### src/rtl/mhsp_pkg.sv
// Shared types and constants for the MQTT header stream parser.
package mhsp_pkg;

  localparam int unsigned BYTE_W  = 8;
  localparam int unsigned ROLE_W  = 3;
  localparam int unsigned TYPE_W  = 4;
  localparam int unsigned QOS_W   = 2;
  localparam int unsigned LEN_W   = 28;
  localparam int unsigned WORD_W  = 16;
  localparam int unsigned NEED_W  = 17;
  localparam int unsigned LCNT_W  = 3;

  // Length bytes allowed before the length field is cut off as overlong (1..4).
  localparam logic [LCNT_W-1:0] MAX_LEN_BYTES = 3'd4;

  localparam logic [TYPE_W-1:0] TYPE_PUBLISH = 4'd3;
  localparam logic [TYPE_W-1:0] TYPE_ID_LO   = 4'd4;
  localparam logic [TYPE_W-1:0] TYPE_ID_HI   = 4'd11;

  localparam logic [6:0]        LEN_GROUP_MASK = 7'h7f;
  localparam logic [QOS_W-1:0]  QOS_NONE       = 2'd0;

  typedef logic [ROLE_W-1:0] role_t;
  localparam role_t ROLE_TYPE    = 3'd0;
  localparam role_t ROLE_LEN     = 3'd1;
  localparam role_t ROLE_TLEN    = 3'd2;
  localparam role_t ROLE_TOPIC   = 3'd3;
  localparam role_t ROLE_ID      = 3'd4;
  localparam role_t ROLE_PAYLOAD = 3'd5;
  localparam role_t ROLE_OTHER   = 3'd6;

  typedef enum logic [6:0] {
    PH_TYPE    = 7'b0000001,
    PH_LEN     = 7'b0000010,
    PH_TLEN    = 7'b0000100,
    PH_TOPIC   = 7'b0001000,
    PH_ID      = 7'b0010000,
    PH_PAYLOAD = 7'b0100000,
    PH_OTHER   = 7'b1000000
  } phase_t;

  typedef struct packed {
    logic [BYTE_W-1:0] byte_out;
    role_t             byte_role;
    logic              header_done;
    logic [TYPE_W-1:0] packet_type;
    logic [QOS_W-1:0]  qos_level;
    logic [LEN_W-1:0]  remaining_length;
    logic [WORD_W-1:0] topic_length;
    logic [WORD_W-1:0] packet_id;
    logic              has_packet_id;
    logic [LEN_W-1:0]  payload_length;
    logic              last_of_packet;
    logic              malformed;
  } result_t;

endpackage

### src/rtl/mhsp_if.sv
// Byte and result channel interfaces for the MQTT header stream parser.
interface mhsp_in_if;
  logic                        valid;
  logic                        ready;
  logic [mhsp_pkg::BYTE_W-1:0] rx_byte;

  modport source (output valid, output rx_byte, input ready);
  modport sink   (input valid, input rx_byte, output ready);
endinterface

interface mhsp_out_if;
  logic                        valid;
  logic                        ready;
  logic [mhsp_pkg::BYTE_W-1:0] byte_out;
  mhsp_pkg::role_t             byte_role;
  logic                        header_done;
  logic [mhsp_pkg::TYPE_W-1:0] packet_type;
  logic [mhsp_pkg::QOS_W-1:0]  qos_level;
  logic [mhsp_pkg::LEN_W-1:0]  remaining_length;
  logic [mhsp_pkg::WORD_W-1:0] topic_length;
  logic [mhsp_pkg::WORD_W-1:0] packet_id;
  logic                        has_packet_id;
  logic [mhsp_pkg::LEN_W-1:0]  payload_length;
  logic                        last_of_packet;
  logic                        malformed;

  modport source (output valid, output byte_out, output byte_role, output header_done,
                  output packet_type, output qos_level, output remaining_length,
                  output topic_length, output packet_id, output has_packet_id,
                  output payload_length, output last_of_packet, output malformed,
                  input ready);
  modport sink   (input valid, input byte_out, input byte_role, input header_done,
                  input packet_type, input qos_level, input remaining_length,
                  input topic_length, input packet_id, input has_packet_id,
                  input payload_length, input last_of_packet, input malformed,
                  output ready);
endinterface

### src/rtl/mqtt_header_stream_parser.sv
// MQTT header stream parser: tags each stream byte with its role and header fields.
// The result for a byte is registered; it is in the output register the cycle after the byte is accepted.
// One byte per cycle while the output drains; the parse state advances on every accepted request.
// The input stalls only while a result waits in the output register and out is not ready.
// Reset (rst_n low, synchronous) returns the parser to the type byte and empties the output.
module mqtt_header_stream_parser (
  input  logic       clk,
  input  logic       rst_n,
  mhsp_in_if.sink    in_chan,
  mhsp_out_if.source out_chan
);

  // ---------------------------------------------------------------------------
  // Parse state
  // ---------------------------------------------------------------------------
  mhsp_pkg::phase_t                phase_r, phase_nxt;
  logic [mhsp_pkg::TYPE_W-1:0]     type_r, type_nxt;
  logic [mhsp_pkg::QOS_W-1:0]      qos_r, qos_nxt;
  logic [mhsp_pkg::LEN_W-1:0]      len_acc_r, len_acc_nxt;
  logic [mhsp_pkg::LCNT_W-1:0]     len_cnt_r, len_cnt_nxt;
  logic [mhsp_pkg::LEN_W-1:0]      bytes_left_r, bytes_left_nxt;
  logic [mhsp_pkg::WORD_W-1:0]     topic_len_r, topic_len_nxt;
  logic [mhsp_pkg::WORD_W-1:0]     topic_left_r, topic_left_nxt;
  logic [mhsp_pkg::WORD_W-1:0]     id_r, id_nxt;
  logic                            sub_r, sub_nxt;
  logic                            bad_r, bad_nxt;

  // Output register
  logic                            out_valid_r, out_valid_nxt;
  mhsp_pkg::result_t               res_r, res_nxt;

  logic                            in_fire;
  logic [mhsp_pkg::BYTE_W-1:0]     rx;

  // Step-local signals
  mhsp_pkg::role_t                 role;
  logic                            hd;
  logic                            last;
  logic                            is_body;
  mhsp_pkg::phase_t                dest;
  logic [mhsp_pkg::LEN_W-1:0]      len_group;
  logic [mhsp_pkg::WORD_W-1:0]     tl_full;
  logic [mhsp_pkg::NEED_W-1:0]     need_tl;
  logic [mhsp_pkg::NEED_W-1:0]     need;
  logic                            is_pub;
  logic                            tl_known;
  logic                            has_id;
  logic [mhsp_pkg::LEN_W-1:0]      payload;

  assign rx      = in_chan.rx_byte;
  // Accept a new request whenever the output register is free or drains this cycle.
  assign in_chan.ready = !out_valid_r || out_chan.ready;
  assign in_fire = in_chan.valid && in_chan.ready;

  // Place the 7-bit length group by how many length bytes came before it.
  always_comb begin
    len_group = '0;
    case (len_cnt_r[1:0])
      2'd0:    len_group = {21'd0, rx[6:0] & mhsp_pkg::LEN_GROUP_MASK};
      2'd1:    len_group = {14'd0, rx[6:0] & mhsp_pkg::LEN_GROUP_MASK, 7'd0};
      2'd2:    len_group = {7'd0, rx[6:0] & mhsp_pkg::LEN_GROUP_MASK, 14'd0};
      2'd3:    len_group = {rx[6:0] & mhsp_pkg::LEN_GROUP_MASK, 21'd0};
      default: len_group = '0;
    endcase
  end

  // Bytes a PUBLISH variable header needs once the topic length is complete.
  assign tl_full = {topic_len_r[15:8], rx};
  assign need_tl = mhsp_pkg::NEED_W'(2) + {1'b0, tl_full} +
                   ((qos_r != mhsp_pkg::QOS_NONE) ? mhsp_pkg::NEED_W'(2) : '0);

  // ---------------------------------------------------------------------------
  // Next-state logic for one byte
  // ---------------------------------------------------------------------------
  always_comb begin
    phase_nxt      = phase_r;
    type_nxt       = type_r;
    qos_nxt        = qos_r;
    len_acc_nxt    = len_acc_r;
    len_cnt_nxt    = len_cnt_r;
    bytes_left_nxt = bytes_left_r;
    topic_len_nxt  = topic_len_r;
    topic_left_nxt = topic_left_r;
    id_nxt         = id_r;
    sub_nxt        = sub_r;
    bad_nxt        = bad_r;
    role           = mhsp_pkg::ROLE_OTHER;
    hd             = 1'b0;
    last           = 1'b0;
    dest           = phase_r;
    is_body        = 1'b0;

    case (phase_r)
      mhsp_pkg::PH_TYPE: begin
        // Open a new packet: latch type and QoS, clear everything else.
        role           = mhsp_pkg::ROLE_TYPE;
        type_nxt       = rx[7:4];
        qos_nxt        = rx[2:1];
        len_acc_nxt    = '0;
        len_cnt_nxt    = '0;
        bytes_left_nxt = '0;
        topic_len_nxt  = '0;
        topic_left_nxt = '0;
        id_nxt         = '0;
        sub_nxt        = 1'b0;
        bad_nxt        = 1'b0;
        phase_nxt      = mhsp_pkg::PH_LEN;
      end
      mhsp_pkg::PH_LEN: begin
        role        = mhsp_pkg::ROLE_LEN;
        len_acc_nxt = len_acc_r | len_group;
        len_cnt_nxt = len_cnt_r + 3'd1;
        if (!(rx[7] && (len_cnt_nxt < mhsp_pkg::MAX_LEN_BYTES))) begin
          // Length field ends here; a continuation bit on the last allowed byte is overlong.
          if (rx[7]) begin
            bad_nxt = 1'b1;
          end
          bytes_left_nxt = len_acc_nxt;
          if (type_r == mhsp_pkg::TYPE_PUBLISH) begin
            dest = mhsp_pkg::PH_TLEN;
          end else if (type_r inside {[mhsp_pkg::TYPE_ID_LO : mhsp_pkg::TYPE_ID_HI]}) begin
            dest = mhsp_pkg::PH_ID;
          end else begin
            dest = mhsp_pkg::PH_OTHER;
            hd   = 1'b1;
          end
          sub_nxt = 1'b0;
          if (len_acc_nxt == '0) begin
            // Empty body: this byte ends the packet; a missing variable header is malformed.
            last = 1'b1;
            if (dest != mhsp_pkg::PH_OTHER) begin
              bad_nxt = 1'b1;
              hd      = 1'b1;
            end
            phase_nxt = mhsp_pkg::PH_TYPE;
          end else begin
            phase_nxt = dest;
          end
        end
      end
      mhsp_pkg::PH_TLEN: begin
        is_body = 1'b1;
        role    = mhsp_pkg::ROLE_TLEN;
        if (!sub_r) begin
          topic_len_nxt = {rx, 8'd0};
          sub_nxt       = 1'b1;
        end else begin
          topic_len_nxt  = tl_full;
          sub_nxt        = 1'b0;
          topic_left_nxt = tl_full;
          if ({11'd0, need_tl} > len_acc_r) begin
            bad_nxt = 1'b1;
          end
          if (tl_full != '0) begin
            dest = mhsp_pkg::PH_TOPIC;
          end else if (qos_r != mhsp_pkg::QOS_NONE) begin
            dest = mhsp_pkg::PH_ID;
          end else begin
            dest = mhsp_pkg::PH_PAYLOAD;
            hd   = 1'b1;
          end
        end
      end
      mhsp_pkg::PH_TOPIC: begin
        is_body = 1'b1;
        role    = mhsp_pkg::ROLE_TOPIC;
        if (topic_left_r != '0) begin
          topic_left_nxt = topic_left_r - 16'd1;
        end
        if (topic_left_nxt == '0) begin
          if (qos_r != mhsp_pkg::QOS_NONE) begin
            dest = mhsp_pkg::PH_ID;
          end else begin
            dest = mhsp_pkg::PH_PAYLOAD;
            hd   = 1'b1;
          end
        end
      end
      mhsp_pkg::PH_ID: begin
        is_body = 1'b1;
        role    = mhsp_pkg::ROLE_ID;
        if (!sub_r) begin
          id_nxt  = {rx, 8'd0};
          sub_nxt = 1'b1;
        end else begin
          id_nxt  = {id_r[15:8], rx};
          sub_nxt = 1'b0;
          hd      = 1'b1;
          dest    = (type_r == mhsp_pkg::TYPE_PUBLISH) ? mhsp_pkg::PH_PAYLOAD
                                                       : mhsp_pkg::PH_OTHER;
        end
      end
      mhsp_pkg::PH_PAYLOAD: begin
        is_body = 1'b1;
        role    = mhsp_pkg::ROLE_PAYLOAD;
      end
      default: begin
        is_body = 1'b1;
        role    = mhsp_pkg::ROLE_OTHER;
        dest    = mhsp_pkg::PH_OTHER;
      end
    endcase

    // Count down the body and close the packet when it runs out.
    if (is_body) begin
      if (bytes_left_r != '0) begin
        bytes_left_nxt = bytes_left_r - 28'd1;
      end
      if (bytes_left_nxt == '0) begin
        last = 1'b1;
        if (dest == mhsp_pkg::PH_TLEN || dest == mhsp_pkg::PH_TOPIC ||
            dest == mhsp_pkg::PH_ID) begin
          // Packet ended inside the variable header.
          bad_nxt = 1'b1;
          hd      = 1'b1;
        end
        sub_nxt   = 1'b0;
        phase_nxt = mhsp_pkg::PH_TYPE;
      end else begin
        phase_nxt = dest;
      end
    end
  end

  // ---------------------------------------------------------------------------
  // Reported fields, taken from the updated state
  // ---------------------------------------------------------------------------
  assign is_pub = (type_nxt == mhsp_pkg::TYPE_PUBLISH);
  assign need   = mhsp_pkg::NEED_W'(2) + {1'b0, topic_len_nxt} +
                  ((qos_nxt != mhsp_pkg::QOS_NONE) ? mhsp_pkg::NEED_W'(2) : '0);
  assign tl_known = is_pub &&
                    (phase_r == mhsp_pkg::PH_TOPIC || phase_r == mhsp_pkg::PH_ID ||
                     phase_r == mhsp_pkg::PH_PAYLOAD ||
                     (phase_r == mhsp_pkg::PH_TLEN && sub_r));
  assign payload  = (tl_known && (len_acc_nxt >= {11'd0, need})) ?
                    (len_acc_nxt - {11'd0, need}) : '0;
  assign has_id   = (type_nxt inside {[mhsp_pkg::TYPE_ID_LO : mhsp_pkg::TYPE_ID_HI]}) ||
                    (is_pub && (qos_nxt != mhsp_pkg::QOS_NONE));

  always_comb begin
    res_nxt.byte_out         = rx;
    res_nxt.byte_role        = role;
    res_nxt.header_done      = hd;
    res_nxt.packet_type      = type_nxt;
    res_nxt.qos_level        = qos_nxt;
    res_nxt.remaining_length = len_acc_nxt;
    res_nxt.topic_length     = topic_len_nxt;
    res_nxt.packet_id        = id_nxt;
    res_nxt.has_packet_id    = has_id;
    res_nxt.payload_length   = payload;
    res_nxt.last_of_packet   = last;
    res_nxt.malformed        = bad_nxt;
  end

  // Hold the result until taken; load a new one on every accepted request.
  assign out_valid_nxt = in_fire || (out_valid_r && !out_chan.ready);

  // ---------------------------------------------------------------------------
  // Registers
  // ---------------------------------------------------------------------------
  always_ff @(posedge clk) begin
    if (!rst_n) begin
      phase_r      <= mhsp_pkg::PH_TYPE;
      type_r       <= '0;
      qos_r        <= '0;
      len_acc_r    <= '0;
      len_cnt_r    <= '0;
      bytes_left_r <= '0;
      topic_len_r  <= '0;
      topic_left_r <= '0;
      id_r         <= '0;
      sub_r        <= 1'b0;
      bad_r        <= 1'b0;
      out_valid_r  <= 1'b0;
    end else begin
      out_valid_r <= out_valid_nxt;
      if (in_fire) begin
        phase_r      <= phase_nxt;
        type_r       <= type_nxt;
        qos_r        <= qos_nxt;
        len_acc_r    <= len_acc_nxt;
        len_cnt_r    <= len_cnt_nxt;
        bytes_left_r <= bytes_left_nxt;
        topic_len_r  <= topic_len_nxt;
        topic_left_r <= topic_left_nxt;
        id_r         <= id_nxt;
        sub_r        <= sub_nxt;
        bad_r        <= bad_nxt;
      end
    end
  end

  always_ff @(posedge clk) begin
    if (in_fire) begin
      res_r <= res_nxt;
    end
  end

  // ---------------------------------------------------------------------------
  // Output channel
  // ---------------------------------------------------------------------------
  assign out_chan.valid            = out_valid_r;
  assign out_chan.byte_out         = res_r.byte_out;
  assign out_chan.byte_role        = res_r.byte_role;
  assign out_chan.header_done      = res_r.header_done;
  assign out_chan.packet_type      = res_r.packet_type;
  assign out_chan.qos_level        = res_r.qos_level;
  assign out_chan.remaining_length = res_r.remaining_length;
  assign out_chan.topic_length     = res_r.topic_length;
  assign out_chan.packet_id        = res_r.packet_id;
  assign out_chan.has_packet_id    = res_r.has_packet_id;
  assign out_chan.payload_length   = res_r.payload_length;
  assign out_chan.last_of_packet   = res_r.last_of_packet;
  assign out_chan.malformed        = res_r.malformed;

  // ---------------------------------------------------------------------------
  // Assertions
  // ---------------------------------------------------------------------------
  a_last_returns_to_type: assert property (@(posedge clk) disable iff (!rst_n)
    (in_fire && last) |=> (phase_r == mhsp_pkg::PH_TYPE))
    else $error("packet end did not return to the type byte");

  a_len_count_bounded: assert property (@(posedge clk) disable iff (!rst_n)
    (phase_r == mhsp_pkg::PH_LEN) |-> (len_cnt_r < mhsp_pkg::MAX_LEN_BYTES))
    else $error("length byte count ran past its limit");

  a_type_byte_clean: assert property (@(posedge clk) disable iff (!rst_n)
    (out_valid_r && res_r.byte_role == mhsp_pkg::ROLE_TYPE) |->
    (res_r.remaining_length == '0 && !res_r.malformed && !res_r.last_of_packet))
    else $error("type byte carried stale packet state");

  a_payload_only_publish: assert property (@(posedge clk) disable iff (!rst_n)
    (out_valid_r && res_r.payload_length != '0) |->
    (res_r.packet_type == mhsp_pkg::TYPE_PUBLISH))
    else $error("payload length reported for a non-PUBLISH packet");

  a_body_has_bytes_left: assert property (@(posedge clk) disable iff (!rst_n)
    (phase_r != mhsp_pkg::PH_TYPE && phase_r != mhsp_pkg::PH_LEN) |->
    (bytes_left_r != '0))
    else $error("body phase entered with no bytes left");

endmodule
### src/flat_wrapper.sv
// flat-port wrapper written by rule: the top's interface ports become plain ports
module mqtt_header_stream_parser_flat 
  (clk, rst_n, in_chan_valid, in_chan_rx_byte, in_chan_ready, out_chan_valid, out_chan_byte_out, out_chan_byte_role, out_chan_header_done, out_chan_packet_type, out_chan_qos_level, out_chan_remaining_length, out_chan_topic_length, out_chan_packet_id, out_chan_has_packet_id, out_chan_payload_length, out_chan_last_of_packet, out_chan_malformed, out_chan_ready);
  mhsp_in_if in_chan_i ();
  mhsp_out_if out_chan_i ();
  input  logic clk;
  input  logic rst_n;
  input wire logic [$bits(in_chan_i.valid)-1:0] in_chan_valid;
  input wire logic [$bits(in_chan_i.rx_byte)-1:0] in_chan_rx_byte;
  output wire logic [$bits(in_chan_i.ready)-1:0] in_chan_ready;
  output wire logic [$bits(out_chan_i.valid)-1:0] out_chan_valid;
  output wire logic [$bits(out_chan_i.byte_out)-1:0] out_chan_byte_out;
  output wire logic [$bits(out_chan_i.byte_role)-1:0] out_chan_byte_role;
  output wire logic [$bits(out_chan_i.header_done)-1:0] out_chan_header_done;
  output wire logic [$bits(out_chan_i.packet_type)-1:0] out_chan_packet_type;
  output wire logic [$bits(out_chan_i.qos_level)-1:0] out_chan_qos_level;
  output wire logic [$bits(out_chan_i.remaining_length)-1:0] out_chan_remaining_length;
  output wire logic [$bits(out_chan_i.topic_length)-1:0] out_chan_topic_length;
  output wire logic [$bits(out_chan_i.packet_id)-1:0] out_chan_packet_id;
  output wire logic [$bits(out_chan_i.has_packet_id)-1:0] out_chan_has_packet_id;
  output wire logic [$bits(out_chan_i.payload_length)-1:0] out_chan_payload_length;
  output wire logic [$bits(out_chan_i.last_of_packet)-1:0] out_chan_last_of_packet;
  output wire logic [$bits(out_chan_i.malformed)-1:0] out_chan_malformed;
  input wire logic [$bits(out_chan_i.ready)-1:0] out_chan_ready;
  assign in_chan_i.valid = in_chan_valid;
  assign in_chan_i.rx_byte = in_chan_rx_byte;
  assign in_chan_ready = in_chan_i.ready;
  assign out_chan_valid = out_chan_i.valid;
  assign out_chan_byte_out = out_chan_i.byte_out;
  assign out_chan_byte_role = out_chan_i.byte_role;
  assign out_chan_header_done = out_chan_i.header_done;
  assign out_chan_packet_type = out_chan_i.packet_type;
  assign out_chan_qos_level = out_chan_i.qos_level;
  assign out_chan_remaining_length = out_chan_i.remaining_length;
  assign out_chan_topic_length = out_chan_i.topic_length;
  assign out_chan_packet_id = out_chan_i.packet_id;
  assign out_chan_has_packet_id = out_chan_i.has_packet_id;
  assign out_chan_payload_length = out_chan_i.payload_length;
  assign out_chan_last_of_packet = out_chan_i.last_of_packet;
  assign out_chan_malformed = out_chan_i.malformed;
  assign out_chan_i.ready = out_chan_ready;
  mqtt_header_stream_parser u_core (.clk(clk), .rst_n(rst_n), .in_chan(in_chan_i), .out_chan(out_chan_i));
endmodule
### config.mk
export PLATFORM = sky130hd
export DESIGN_NAME = mqtt_header_stream_parser_flat
export DESIGN_NICKNAME = d
export VERILOG_FILES = /design/src/rtl/mhsp_pkg.sv /design/src/rtl/mhsp_if.sv /design/src/rtl/mqtt_header_stream_parser.sv /design/src/flat_wrapper.sv
export SDC_FILE = /design/constraint.sdc
export NUM_CORES = 1
export LEC_CHECK = 0
export ABC_AREA = 1
export BUFFER_PORTS_ARGS = -buffer_cell sky130_fd_sc_hd__buf_2
export CORE_ASPECT_RATIO = 0.9
export CORE_UTILIZATION = 45
export CTS_BUF_LIST = sky130_fd_sc_hd__clkbuf_8
export DETAILED_ROUTE_END_ITERATION = 12
export SLEW_MARGIN = 30
export SYNTH_ARGS = -nofsm -noshare
export SYNTH_HDL_FRONTEND = slang
export SYNTH_SLANG_ARGS = --single-unit
### constraint.sdc
create_clock -name clk -period 12.2 [get_ports clk]
set_input_delay 0 -clock clk [delete_from_list [all_inputs] [get_ports clk]]
set_output_delay 0 -clock clk [all_outputs]
set_load 0.005 [all_outputs]
Word-level counts from Yosys, hierarchy flattened

Index checks and enable logic that the tools add are counted.

$add $sub $neg: 8
Equality and inequality tests: 18
Multiplexer cells: 72
Reductions and logical operators: 36
Bitwise logic cells: 1
$lt $le $gt $ge: 7

Operators by type and width:

| operator                                                             | count |
|---|---|
| 28-bit two-way mux                                                   | 4 |
| 28-bit case mux with 2 select lines                                  | 2 |
| 28-bit case mux with 4 select lines                                  | 1 |
| 7-bit two-way mux                                                    | 14 |
| 16-bit two-way mux                                                   | 5 |
| 16-bit case mux with 2 select lines                                  | 2 |
| 28-bit logical NOT                                                   | 2 |
| 16-bit case mux with 3 select lines                                  | 1 |
| 7-bit case mux with 5 select lines                                   | 1 |
| 17-bit adder                                                         | 2 |
| 2-bit by 16-bit adder with 17-bit output, first input constant       | 2 |
| 16-bit nonzero test                                                  | 2 |
| 1-bit two-way mux                                                    | 31 |
| 28-bit by 17-bit greater-or-equal comparator with 1-bit output       | 1 |
| 17-bit by 28-bit greater-than comparator with 1-bit output           | 1 |
| 28-bit bitwise OR                                                    | 1 |
| 28-bit nonzero test                                                  | 1 |
| 28-bit by 1-bit subtractor with 28-bit output, second input constant | 1 |
| 28-bit by 17-bit subtractor with 28-bit output                       | 1 |
| 3-bit case mux with 6 select lines                                   | 1 |
| 16-bit logical NOT                                                   | 1 |
| 16-bit by 1-bit subtractor with 16-bit output, second input constant | 1 |
| 7-bit by 3-bit == test with 1-bit output, second input constant      | 2 |
| 7-bit by 4-bit == test with 1-bit output, second input constant      | 2 |
| other kinds (31)                                                     | 60 |

Logic and storage cells: 166
Bits in registers: 232
Bits of input ports: 12
Output and inout bits: 111

Logic depth before layout (Yosys ltp)

Depth in word-level cells: 14
Depth in mapped cells: 31
Gate-level depth less buffers: 30

Least setup slack after synthesis

OpenSTA, ideal clock, no wires.

Path kind: flip-flop to flip-flop
Start: register u_core.phase_r[6]
End: register u_core.res_r (netlist bit u_core.out_chan.payload_length[2]), data pin
Library setup time: 0.256 ns
Period minus slack after synthesis: 4.393 ns
Required time: 11.944 ns
Data arrival time: 4.137 ns
Cell stages (with the launch flop): 31
Path buffers: 3
Setup slack: 7.807 ns
Path through: dfxtp_1 -> nor2_1 -> nand2_2 -> clkinv_4 -> nand2_4 -> buf_2 -> clkbuf_1 -> nand2_1 -> o21ai_0 -> nor2_1 -> ha_1 -> inv_1 -> ha_1 -> ha_1 -> inv_1 -> nor3_4 -> nand4_1 -> nor3_2 -> xnor2_1 -> ha_1 -> nand2_1 -> inv_1 -> nand3_1 -> nand2_1 -> a21oi_1 -> nand2_1 -> a21oi_1 -> o211ai_2 -> nand2_2 -> buf_4 -> nor2_1

Longest elaborated chain between the ends: 7
Elaborated cells between the ends (all ways): 23
Classes of those cells: 3 x add/sub; 1 x order compare; 7 x eq/ne; 5 x mux; 7 x reduce/logical

RTL lines:

| element                                                        | RTL line                         | source |
|---|---|---|
| from (decl)                                                    | mqtt_header_stream_parser.sv:16  | `mhsp_pkg::phase_t phase_r, phase_nxt;` |
| from (signal assigned)                                         | mqtt_header_stream_parser.sv:263 | `phase_r <= mhsp_pkg::PH_TYPE;` |
| from (signal assigned)                                         | mqtt_header_stream_parser.sv:278 | `phase_r <= phase_nxt;` |
| 7-bit by 1-bit == test with 1-bit output (*)                   | mqtt_header_stream_parser.sv:93  | `case (phase_r)` |
| 2-bit two-way mux (*)                                          | mqtt_header_stream_parser.sv:93  |  |
| named net u_core.qos_nxt, one bit                              | mqtt_header_stream_parser.sv:18  | `logic [mhsp_pkg::QOS_W-1:0] qos_r, qos_nxt;` |
| 2-bit nonzero test (*)                                         | mqtt_header_stream_parser.sv:230 | `((qos_nxt != mhsp_pkg::QOS_NONE) ? mhsp_pkg::NEED_W'(2) : '0);` |
| 2-bit two-way mux (*)                                          | mqtt_header_stream_parser.sv:230 |  |
| 17-bit adder (*)                                               | mqtt_header_stream_parser.sv:229 | `assign need = mhsp_pkg::NEED_W'(2) + {1'b0, topic_len_nxt} +` |
| 28-bit by 17-bit greater-or-equal comparator with 1-bit output | mqtt_header_stream_parser.sv:235 | `assign payload = (tl_known && (len_acc_nxt >= {11'd0, need})) ?` |
| 1-bit logical AND                                              | mqtt_header_stream_parser.sv:235 |  |
| to (signal assigned)                                           | mqtt_header_stream_parser.sv:295 | `res_r <= res_nxt;` |
| to (decl)                                                      | mqtt_header_stream_parser.sv:30  | `mhsp_pkg::result_t res_r, res_nxt;` |

The timed path passes the listed nets; every way through them passes the cells marked *.
A chain may end at the register's enable or synchronous reset.

Worst setup path in the final report

Start: register u_core.phase_r[5]
End: register u_core.res_r (netlist bit u_core.out_chan.payload_length[26]), data pin

Elaborated cells between the ends (all ways): 23
Classes of those cells: 3 x add/sub; 1 x order compare; 7 x eq/ne; 5 x mux; 7 x reduce/logical

RTL lines:

| element                                                                                                     | RTL line                         | source |
|---|---|---|
| 7-bit by 3-bit == test with 1-bit output / 7-bit by 1-bit == test with 1-bit output (equally long branches) | mqtt_header_stream_parser.sv:93  |  |
| 16-bit case mux with 2 select lines (*)                                                                     | mqtt_header_stream_parser.sv:93  |  |
| named net u_core.topic_len_nxt, one bit                                                                     | mqtt_header_stream_parser.sv:22  | `logic [mhsp_pkg::WORD_W-1:0] topic_len_r, topic_len_nxt;` |
| 2-bit by 16-bit adder with 17-bit output (*)                                                                | mqtt_header_stream_parser.sv:229 |  |
| 17-bit adder (*)                                                                                            | mqtt_header_stream_parser.sv:229 |  |
| 28-bit by 17-bit greater-or-equal comparator with 1-bit output                                              | mqtt_header_stream_parser.sv:235 |  |
| 1-bit logical AND                                                                                           | mqtt_header_stream_parser.sv:235 |  |

Marks and branches as above.

==> impl_metrics.py <==
metrics = {
    "global_routing": {
        "grt_max_degree": 96,
        "grt_pass1_vias": 13000,
        "antenna_found_initial": 0,
        "grt_pass1_wl_um": 73000,
        "gr-usage-all-layers": 0.288,
        "grt_overflow": 0,
    },
    "sta": {
        "slew_headroom": 0.373,
        "min_period_ns": 5.61,
        "final-setup-viol-count": 0,
        "worst_pin_slew_ns": 0.940,
        "hold_viol": 0,
        "fmax_mhz": 178,
        "finalSetupTns_ns": 0,
        "drv_slew": 0,
        "finalWorstSetupSlack_ns": 6.59,
        "skew_ns": 0.0221,
        "rsz0062_at_grt": "no",
        "period_share": 0.460,
    },
    "worst_setup_path": {
        "cpPeakStageDelay_ns": 0.47,
        "critPathArrivalTime_ns": 5.94,
        "start_kind": "register",
        "r2r_cells": 29,
        "criticalPathCategory": "register to register",
        "cp_max_fo": 26,
        "slowest_stage": "nand2_2",
        "worst_ep_required_time_ns": 12.53,
        "cp-end-kind": "register",
    },
    "routing": {
        "wl_per_cell_um": 18.7,
        "wirelength_um": 47100,
        "drc": 0,
        "drt-vias-per-instance": 5.55,
        "vias": 14000,
        "drt-initial-drc-count": 1312,
        "drt_first_pass_iters": 7,
        "drtAntennaViolNets": 0,
    },
    "place": {
        "dp.cells": 2433,
        "place_ws_ns": 6.58,
        "post-dp-hpwl_um": 34000,
        "placed_area_sq_mm": 0.0152,
        "place.port_buffers": 122,
        "gp_congestion": 0.966,
    },
    "job": {
        "maxCapViolCount": 0,
    },
    "cts": {
        "clock_latency_ns": 0.58,
        "cts_root_buf": "clkbuf_8",
        "cts_resized": 0,
        "post_cts_buffers": 0,
        "clock-sinks": 232,
        "numCtsBuffers": 41,
        "cts_max_level": 2,
        "cts_buffer_depth": 3,
        "cts_tree": "built",
        "ctsHoldBuffers": 10,
        "clkSlewWorstSetupHoldPaths_ns": 0.06,
    },
    "die": {
        "die_y_um": 172,
        "core_sq_mm": 0.0312,
        "rows": 61,
        "start_util": 0.462,
        "die_w_um": 191,
        "dieArea_sq_mm": 0.0328,
        "pin_count": 123,
    },
    "synthesis": {
        "synthCells": 1969,
        "synth_top_area_share": 0.227,
        "synth.area.top_cells": "edfxtp_1 (23%), dfxtp_1 (17%), nand2_1 (12%)",
        "yosysWarnings": 0,
        "yosysMostFrequentCell": "nand2_1",
        "postSynthAreaPerCell_sq_um": 7.32,
        "synth_fp_nets": 2032,
        "synth_top_cells_by_count": "nand2_1 (452), inv_1 (231), nor2_1 (206), nand3_1 (143), a21oi_1 (134)",
        "synth_seq_area_share": 0.398,
        "synth_ff_type": "dfxtp_1",
        "synth-edff-count": 109,
        "synthesis.area_sq_mm": 0.0144,
        "synthArstFlopShare": 0,
        "yosysUniqueCellTypes": 57,
        "ys_seq_elements": 232,
        "yosysTopAreaCell": "edfxtp_1",
    },
    "layout": {
        "antenna-diode-count": 0,
        "nets": 2141,
        "syn_to_final_growth_pct": 12.1,
        "fin_cells": 2519,
        "nFillCells": 3107,
        "drive_above_1_share": 0.129,
        "final_area_sq_mm": 0.0162,
    },
    "power": {
        "p_per_area_mw_per_mm2": 136,
        "max-vdd-ir-drop_mv": 0.0959,
        "p_leak_uw": 0.00741,
    },
    "status": {
        "status": "completed",
    },
    "hold_path": {
        "min_path_cells": 6,
        "hold_path.class": "input pin to register",
    },
}
## layer usage
metal | wire length [um] | global-route usage | vias to the layer above
met5 | 0 | 0 | -
met4 | 1240 | 0.0936 | 0
met3 | 3380 | 0.0408 | 92
met2 | 21300 | 0.464 | 550
met1 | 21100 | 0.396 | 6531
li1 | - | - | 6820
## critical path, delay by kind of cell, from the launching register on
kind / cells / cell delay [ns]
simple gates: 13 / 2.47
compound gates: 5 / 1.04
fa+ha+maj: 4 / 0.83
buf+inv: 6 / 0.48
flops: 1 / 0.39
xor+xnor: 1 / 0.15
## placed cells by master (no fill, tap or decap), types with 5 or more instances in the layout
cell           count
xnor2_1           10
nand2_1          451
buf_2            122
o221ai_1           6
inv_2             16
o22ai_1           40
o211ai_1          10
buf_4              9
a21oi_2            7
nor4_1             9
dfxtp_1          123
dlygate4sd3_1     10
inv_1            248
o21ai_1           19
nor3_1            24
a21oi_1          134
a31oi_1           41
nand4_1           26
nor2_1           205
o21ai_0          111
o22ai_2            8
ha_1              50
edfxtp_1         109
nand2_2            9
o21ai_2            7
nor2_2            10
clkbuf_8          48
nor2_4             5
nand3_1          143
xor2_1            36
clkinv_1           9
## state kept, by name, summed over array words and instances (netlist names), 8 cells and up
name / cells
u_core.out_chan.byte_out: 8
u_core.len_acc_r: 28
u_core.out_chan.payload_length: 28
u_core.topic_len_r: 16
u_core.out_chan.remaining_length: 28
u_core.topic_left_r: 16
u_core.out_chan.topic_length: 16
u_core.out_chan.packet_id: 16
u_core.bytes_left_r: 28
u_core.id_r: 16
## kinds of logic (layout without fill, tap and decap cells)
| logic type | count (synthesis) | count (layout) | synth area share |
|---|---|---|---|
| compound gates | 399 | 399 | 0.161 |
| fa+ha+maj | 51 | 51 | 0.0448 |
| simple gates | 910 | 910 | 0.276 |
| xor+xnor | 46 | 46 | 0.0279 |
| flops | 232 | 232 | 0.398 |
| buf+inv | 331 | 472 | 0.0928 |
## where the power goes
part	total (uW)	switching, uW	internal [uW]
combinational	597	413	184
sequential	902	31.7	870
clock	705	343	362
## path summary, 6_finish.rpt
| check | start | endpoint | slack, ns |
|---|---|---|---|
| min | out_chan_ready | u_core.id_r[12] | 0.11 |
| min reg2reg | u_core.len_acc_r[14] | u_core.len_acc_r[14] | 0.47 |
| max reg2reg | u_core.phase_r[5] | u_core.out_chan.payload_length[26] | 6.59 |
| max | u_core.phase_r[5] | u_core.out_chan.payload_length[26] | 6.59 |
## metrics by stage
step                      power, uW  hold slack (ns)   util
after detailed placement       1500            0.278  0.488
after CTS                      2210           0.0773  0.517
after floorplan                1330           0.0989      -
after global routing           2320            0.150  0.518
after global placement         1500            0.272  0.488
final                          2200            0.106  0.518
## cell type report
type / count / area, sq um / area share
sequential: 232 / 5740 / 0.355
clock buffer: 48 / 661 / 0.0409
timing repair buffer: 142 / 798 / 0.0494
tap: 409 / 512 / 0.0317
inverter: 255 / 967 / 0.0599
clock inverter: 27 / 129 / 0.00798
multi-input combinational: 1406 / 7350 / 0.455
Power figures use the tool's default switching activity.
